[src/sv/sis_pkg.sv]
`default_nettype none

package sis_pkg;

	// store size and derived widths
	localparam int CAPACITY = 256;
	localparam int CNT_W    = $clog2(CAPACITY + 1);
	localparam int RSP_CNT_W = 9;
	localparam int VAL_W    = 64;
	localparam int GRP      = 16;
	localparam int NGRP     = (CAPACITY + GRP - 1) / GRP;

	// request actions
	localparam logic [1:0] ACT_CONTAINS = 2'd0;
	localparam logic [1:0] ACT_ADD      = 2'd1;
	localparam logic [1:0] ACT_REMOVE   = 2'd2;
	localparam logic [1:0] ACT_CLEAR    = 2'd3;

	// width codes
	localparam logic [1:0] WC_INT16 = 2'd0;
	localparam logic [1:0] WC_INT32 = 2'd1;
	localparam logic [1:0] WC_INT64 = 2'd2;

	typedef struct packed {
		logic [1:0]              action;
		logic signed [VAL_W-1:0] value;
	} req_t;

	typedef struct packed {
		logic                 hit;
		logic                 full_res;
		logic [RSP_CNT_W-1:0] count;
		logic [1:0]           width_code;
	} rsp_t;

	// command broadcast to every cell
	typedef struct packed {
		logic cmp;
		logic ins;
		logic del;
	} cell_cmd_t;

	typedef enum logic [1:0] {
		PH_IDLE,
		PH_CMP,
		PH_COMMIT
	} phase_t;

endpackage

`default_nettype wire

[src/sv/sis_cell.sv]
`default_nettype none

module sis_cell import sis_pkg::*; (
	input  wire logic                    clk,
	input  wire cell_cmd_t               cmd,
	input  wire logic signed [VAL_W-1:0] value,
	input  wire logic                    occ,
	input  wire logic                    left_lt,
	input  wire logic signed [VAL_W-1:0] left_member,
	input  wire logic signed [VAL_W-1:0] right_member,
	output logic signed [VAL_W-1:0]      member,
	output logic                         lt,
	output logic                         eq
);

	logic signed [VAL_W-1:0] member_q;
	logic                    lt_s2;

	// local match against the broadcast operand
	assign eq = occ && (member_q == value);

	// remember whether this slot sorts below the operand
	always_ff @(posedge clk) begin
		if (cmd.cmp) begin
			lt_s2 <= occ && (member_q < value);
		end
	end

	// insert shifts right from the left neighbor, delete pulls from the right
	always_ff @(posedge clk) begin
		if (cmd.ins && !lt_s2) begin
			member_q <= left_lt ? value : left_member;
		end else if (cmd.del && !lt_s2) begin
			member_q <= right_member;
		end
	end

	assign member = member_q;
	assign lt     = lt_s2;

endmodule

`default_nettype wire

[config.mk]
export PLATFORM = sky130hd
export DESIGN_NAME = sis_cell
export DESIGN_NICKNAME = d
export VERILOG_FILES = /design/src/sv/sis_pkg.sv /design/src/sv/sis_cell.sv
export SDC_FILE = /design/constraint.sdc
export NUM_CORES = 1
export LEC_CHECK = 0
export BUFFER_PORTS_ARGS = -buffer_cell sky130_fd_sc_hd__buf_2
export CORE_ASPECT_RATIO = 1.25
export CORE_UTILIZATION = 45
export CTS_CLUSTER_SIZE = 25
export DETAILED_ROUTE_END_ITERATION = 10
export GPL_ROUTABILITY_DRIVEN = 0
export PLACE_DENSITY = 0.81
export SLEW_MARGIN = 40
export SYNTH_ARGS = -nofsm -noshare
export SYNTH_HDL_FRONTEND = slang
export SYNTH_SLANG_ARGS = --single-unit
[constraint.sdc]
create_clock -name clk -period 5.2 [get_ports clk]
set_input_delay 1.04 -clock clk [delete_from_list [all_inputs] [get_ports clk]]
set_output_delay 1.04 -clock clk [all_outputs]
set_load 0.005 [all_outputs]
Word level (Yosys, flattened, before mapping)
Cells that the tools add are included.
{ "classes": {"n_lt_le_gt_ge": 1, "n_eq_ne": 1, "mux": 3, "reduce_logical": 6} }
{ "ops": {"columns": ["operator", "n"], "rows": [
  ["64-bit 2-to-1 mux", 3],
  ["64-bit equality test", 1],
  ["64-bit < comparator", 1],
  ["1-bit logical AND", 4],
  ["2-bit nonzero test", 1],
  ["1-bit logical NOT", 1]
]} }
{ "word_totals": {"register_bits": 65, "output_inout_bits": 66, "word_cells": 13} }

Depth between registers and ports, before layout
Gate-level depths: netlist of run 1.
{ "depth": {"word_depth": 4, "depth_mapped": 9, "ltp_nobuf": 9} }

Least setup slack after synthesis of run 1
Ideal clock, no wire load.
{ "synth_path": {"kind": "input port to flip-flop", "from": "input port cmd[1] (netlist bit)", "to": "register member_q[0] (netlist: member[0]), enable pin", "setup_ps": 488, "t_arrival_ps": 3778, "path_slack_ps": 934, "stages": 2, "path_buffers": 0, "cell_sequence": "nor2_1 > nor2_1"} }
{ "synth_between": {"elab_chain_len": 2} }
{ "synth_rtl": {"columns": ["item", "line", "rtl"], "rows": [
  ["start: declaration", "sis_cell.sv:5", "input wire cell_cmd_t cmd,"],
  ["1-bit logical AND", "sis_cell.sv:31", "if (cmd.ins && !lt_s2) begin"],
  ["2-bit nonzero test (no line)", null, null],
  ["end signal: assignment", "sis_cell.sv:32", "member_q <= left_lt ? value : left_member;"],
  ["end signal: assignment", "sis_cell.sv:34", "member_q <= right_member;"],
  ["end: declaration", "sis_cell.sv:16", "logic signed [VAL_W-1:0] member_q;"]
]} }
No other way between the ends.
A chain may end at the register's enable or synchronous reset.

Final worst setup path of run 1
{ "layout_path": {"from": "input port value[42]", "to": "output port eq"} }
{ "layout_between": {"elab_chain_len": 2} }
{ "layout_rtl": {"columns": ["item", "line", "rtl"], "rows": [
  ["start: declaration", "sis_cell.sv:6", "input wire logic signed [VAL_W-1:0] value,"],
  ["64-bit equality test", "sis_cell.sv:20", "assign eq = occ && (member_q == value);"],
  ["1-bit logical AND", "sis_cell.sv:20", null],
  ["end: declaration", "sis_cell.sv:13", "output logic eq"]
]} }
No other way between the ends.

==> run summary, run 1 <==
Outcome = complete, no violations
Setup Fix Bufs, Post-CTS = 0
Worst VDD drop = 0.145 mV
Clock slew at reported path FFs = 0.05 ns
TritonCTS clock tree = done
Cell count after placement = 886
Dpl ws = 0.887 ns
Post-synth EDFFs = 65
Maximum operating frequency = 233 MHz
Comb power frac = 27.1%
Cell taking the most area after synthesis = edfxtp_1
Count leader, synth = nand2_1
Die H = 119 um
Final setup skew = 0.00374 ns
Buffer depth of the longest clock path = 2
Top Ports = 264
Initial Util = 46.3%
Mapped Area = 4890 um2
Root Driver = clkbuf_16
GR peak layer = met2
Via/cell ratio = 5.24
Yosys reg bits = 65
Post-Syn Instances = 508
Setup TNS = 0 ns
Worst Path Max Fanout = 3
Pint = 1.25 mW
Pwr/cell area = 263 nW/um2
Nets = 1027
R2r endpoint = lt
Max_slew headroom = 54.6%
Rows = 42
Global-route met2 utilization = 46.3%
Hold buffer count at cts = 0
Hold path depth = 1
Met3 Use GR = 3.93%
Post-CTS Resized = 0
Hold Crit Start = lt
Clk sinks = 65
Ant diodes = 0
Total wire length = 13700 um
Sw power = 0.498 mW
Seq/Total Area, Yosys = 39.9%
Share of the synthesized area in the top cell type = 39.9%
Final setup viols = 0
R2r startpoint = member[42]
Worst reg2reg path depth = 8
Leakage = 3.60 nW
Unrepaired setup endpoints after global routing = false
Initial antenna violation count = 0
Period utilisation layout = 82.4%
R2R Setup Slk = 2.61 ns
Finished Layout Cells = 901
Iter 0 DRT Violations = 152
Vias in the first global route = 4675
Largest cells by area after synthesis = edfxtp_1 40%, ha_1 16%, mux2i_1 13%
Share of post-route cells with drive strength above 1 = 37.3%
H-tree depth = 3
Final setup margin = 0.914 ns
TritonRoute pass-1 iters = 4
Type of destination of the critical path = output port
Syn avg cell area = 9.63 um2
Placeable Area = 10600 um2
Post-DP HPWL = 11200 um
Post-DP Area = 6370 um2
First-pass GRT wire length = 20900 um
Clock group share of total power = 32.8%
Hold Crit Class = reg2reg
Die width = 95.2 um
DR DRC count = 0
GR Util met1 = 25.5%
Fraction of registers with async set/reset = 0%
Largest net degree at the start of global routing = 69
Total grt overflow = 0
Critical Path AT = 3.25 ns
Max Cap Viol = 0
Main synth FF type = edfxtp_1
Post-Syn Nets = 770
Hold path endpoint = member[16]
Port Buf Inserts = 263
Sw Share = 28.5%
CTS buffer count = 9
WP data required = 4.16 ns
Post-layout min period = 4.29 ns
Seq pwr share = 40.1%
Worst-skew pair later-pin latency = 0.33 ns
Total number of vias = 4722
Per-cell routed wire length = 15.2 um
Synth warnings = 0
Worst-margin pin slew = 0.681 ns
Fillers = 915
Synth cell count leaders = 75 x nand2_1, 69 x o21ai_0, 66 x inv_1
Die ar. = 11300 um2
Startpoint types = input port
Fin. Hold Viols = 0
Area added between synthesis and finish = 35.9%
Setup CP Type = in2out
Netlist cell types = 33
Final antenna-violating net count = 0
Design area = 6650 um2
Slew Viols, Final = 0
All-layer global routing usage = 24.1%
-- logic make-up (layout without fill, tap and decap cells) --
logic type	Yosys count	count (layout)	synth area share, %
mux	65	65	13.3
fa+ha+maj	64	64	16.4
flops	65	65	39.9
simple gates	114	114	10.8
buf+inv	87	348	6.73
compound gates	113	113	12.9
-- sequential cells by signal, indices dropped and copies added (netlist names) --
register  flops
lt            1
member       64
-- through the flow --
| stage | hold slack (ns) | total power, mW | util (%) |
|---|---|---|---|
| 2_1_floorplan | 0.826 | 0.960 | - |
| 3_3_place_gp | 0.811 | 1.15 | 59.9 |
| 3_5_place_dp | 0.713 | 1.19 | 60.3 |
| 4_1_cts | 0.727 | 1.76 | 62.9 |
| 5_1_grt | 0.755 | 1.84 | 62.9 |
| 6_report | 0.726 | 1.75 | 62.9 |
-- cells in the final DEF, fill, tap and decap left out, drive strengths merged, types with 2 or more instances in the layout --
cell / n
a211oi: 3
a21o: 12
a21oi: 22
a221oi: 3
buf: 267
clkbuf: 10
clkinv: 4
edfxtp: 65
ha: 64
inv: 66
mux2i: 65
nand2: 76
nand3: 8
nand4: 13
nor2: 6
nor3: 2
nor4: 3
o21ai: 69
or4: 2
-- how the worst max path moves through the flow --
stage / startpoint / end
final: value[42] / eq
after global placement: value[47] / eq
after CTS: value[42] / eq
after detailed placement: value[63] / eq
after global routing: value[63] / eq
after floorplan: cmd[1] / member[0]
-- power by group through the flow --
stage / logic (mW) / registers [mW] / clock network [mW]
6_report: 0.474 / 0.701 / 0.573
5_1_grt: 0.534 / 0.708 / 0.603
4_1_cts: 0.479 / 0.701 / 0.582
3_5_place_dp: 0.477 / 0.710 / 0
3_3_place_gp: 0.446 / 0.708 / 0
2_1_floorplan: 0.243 / 0.716 / 0
-- cell type report --
cell class / count / area (um2) / share of cell area [%]
clock buffer: 10 / 229 / 3.44
clock inverter: 5 / 47.5 / 0.715
inverter: 66 / 248 / 3.73
multi-input combinational: 356 / 2630 / 39.5
sequential: 65 / 1950 / 29.4
tap: 132 / 165 / 2.48
timing repair buffer: 267 / 1380 / 20.8
-- layer usage --
| metal | wire length [um] | part of all wire [%] |
|---|---|---|
| met1 | 5290 | 39 |
| met2 | 7370 | 54 |
| met3 | 742 | 5.4 |
| met4 | 255 | 1.9 |
| met5 | 0 | 0 |
-- critical path, stage by stage --
cell	delay (ns)
buf_2	0.09
inv_1	0.04
ha_1	0.32
nand4_2	0.14
or4_4	0.60
nor4_4	0.32
nand2_2	0.10
nor4_1	0.39
buf_2	0.20
No activity file was read; power rests on OpenSTA's default activity.
==> run 2, diff against run 1 <==
Settings changed: CORE_UTILIZATION 45 to 41, PLACE_DENSITY 0.81 to 0.78.
Clock period 5.2 ns to 3.8 ns, I/O delays scaled along.
==> run 2 against run 1 <==
Final cell count is 3.2% higher. First-iteration DRC count is 36% lower. Clock power is 24% higher. Global-route usage is 3.5 points lower. Critical path depth stayed put. Sequential power is 36% higher. Critical path type unchanged. Critical endpoint unchanged.
==> run summary, run 2 (synthesis gave the netlist of run 1 again) <==
Outcome = complete, no violations
All-layer global routing usage = 20.6% (-3.5 points)
Cell count after placement = 915 (+3.3%)
Buffer depth of the longest clock path = 2 (unchanged)
Via/cell ratio = 4.87 (-7.2%)
Startpoint types = input port
Initial antenna violation count = 0 (unchanged)
Sw Share = 28.7% (+0.22 points)
Fin. Hold Viols = 0 (unchanged)
Worst reg2reg path depth = 8 (unchanged)
Die width = 99.7 um (+4.7%)
Iter 0 DRT Violations = 97 (-36%)
Pint = 1.64 mW (+31%)
TritonCTS clock tree = done
Seq pwr share = 41.5% (+1.4 points)
Setup Fix Bufs, Post-CTS = 0 (unchanged)
Hold buffer count at cts = 0 (unchanged)
Per-cell routed wire length = 13.6 um (-10%)
Area added between synthesis and finish = 36.1%
Vias in the first global route = 4449 (-4.8%)
Max reg flops = 64 (unchanged)
Final core occ = 57.3% (-5.6 points)
Final setup skew = 0.00793 ns (+0.00420 ns)
Clock slew at reported path FFs = 0.05 ns (about the same)
Unrepaired setup endpoints after global routing = false
Placeable Area = 11600 um2 (+10%)
Final antenna-violating net count = 0 (unchanged)
Post-DP HPWL = 10400 um (-6.9%)
CTS buffer count = 9 (unchanged)
Worst-skew pair later-pin latency = 0.33 ns (about the same)
Ant diodes = 0 (unchanged)
Clock group share of total power = 30.9% (-1.9 points)
Maximum operating frequency = 277 MHz
Worst-margin pin slew = 0.780 ns (+0.0992 ns)
First-pass GRT wire length = 19600 um (-6.2%)
Hold Crit Class = in2reg
Commonest non-fill, non-tap cells in the layout = 262 x buf_2, 75 x nand2_1, 69 x o21ai_0, 66 x inv_1
H-tree depth = 3 (unchanged)
Largest net degree at the start of global routing = 65 (-5.8%)
Total power = 2.30 mW (+31%)
Die ar. = 12400 um2 (+9.6%)
Pwr/cell area = 345 nW/um2 (+31%)
Die H = 124 um (+4.7%)
Total wire length = 12700 um (-7.3%)
WP data required = 3.04 ns (-1.12 ns)
Hold path depth = 1 (unchanged)
Total number of vias = 4525 (-4.2%)
Critical Path AT = 2.85 ns (-0.40 ns)
Max_slew headroom = 48.0% (-6.6 points)
Finished Layout Cells = 930 (+3.2%)
TritonRoute pass-1 iters = 4 (unchanged)
Setup TNS = 0 ns (unchanged)
Leakage = 3.58 nW (-0.49%)
Port Buf Inserts = 263 (unchanged)
Commonest non-fill, non-tap cell in the layout = buf_2
Comb power frac = 27.6% (+0.5 points)
Total grt overflow = 0 (unchanged)
Worst Path Max Fanout = 3 (unchanged)
Period utilisation layout = 95.1%
DR DRC count = 0 (unchanged)
Top Ports = 264 (unchanged)
Setup CP Type = in2out
Rows = 44 (+4.8%)
Initial Util = 42.1% (-4.2 points)
Max Cap Viol = 0 (unchanged)
Nets = 1027 (unchanged)
Post-layout min period = 3.61 ns
Worst VDD drop = 0.250 mV (+72%)
Share of post-route cells with drive strength above 1 = 37.2% (-0.13 points)
Final setup viols = 0 (unchanged)
Clk sinks = 65 (unchanged)
Slew Viols, Final = 0 (unchanged)
Post-CTS Resized = 0 (unchanged)
Sw power = 0.661 mW (+33%)
Type of destination of the critical path = output port
Root Driver = clkbuf_16
run 2: cell count changes in the layout (fill, tap and decap cells not counted), sizes merged:
cell and delta:
clkinvlp +1, bufinv -1
run 2: area by class of cell:
type	instances	area [um2]
fill	1064	4960
multi-input combinational	356	2630
sequential	65	1950
timing repair buffer	267	1380
inverter	66	248
clock buffer	10	229
tap	161	201
clock inverter	5	23.8
run 2: power by group through the flow:
stage               registers, mW  clock network [mW]  logic [mW]
CTS                         0.955               0.735       0.645
floorplan                   0.977                   0       0.333
finish                      0.955               0.711       0.633
global route                0.965               0.762       0.726
detailed placement          0.968                   0       0.642
global placement            0.965                   0       0.623
run 2: critical path, cell delays in order:
cell and delay (ns):
buf_2 0.09, inv_1 0.04, ha_1 0.31, nand4_2 0.13, or4_4 0.59, nor4_4 0.38
nand2_2 0.11, nor4_1 0.26, buf_2 0.18
run 2: through the flow:
stage	hold WS, ns	setup slack (ns)	area (um2)
after floorplan	0.826	0.620	4890
after detailed placement	0.702	0.151	6400
after global placement	0.703	0.143	6360
after global routing	0.626	0.0463	6660
after CTS	0.619	0.142	6660
final	0.636	0.186	6660
run 2: worst paths after layout:
check / startpoint / end / slack [ns]
max: value[42] / eq / 0.19
min: cmd[2] / lt / 0.64
max reg2reg: member[42] / lt / 1.08
min reg2reg: lt / member[11] / 0.70
run 2: layer usage:
layer  routed length, um  up-vias  global-route usage (%)  part of all wire (%)
li1                    -     2338                       -                     -
met1                5120     2004                    22.2                    40
met2                6600      161                    38.7                    52
met3                 727       22                    5.16                   5.7
met4                 212        0                    7.90                   1.7
met5                   0        -                       0                     0
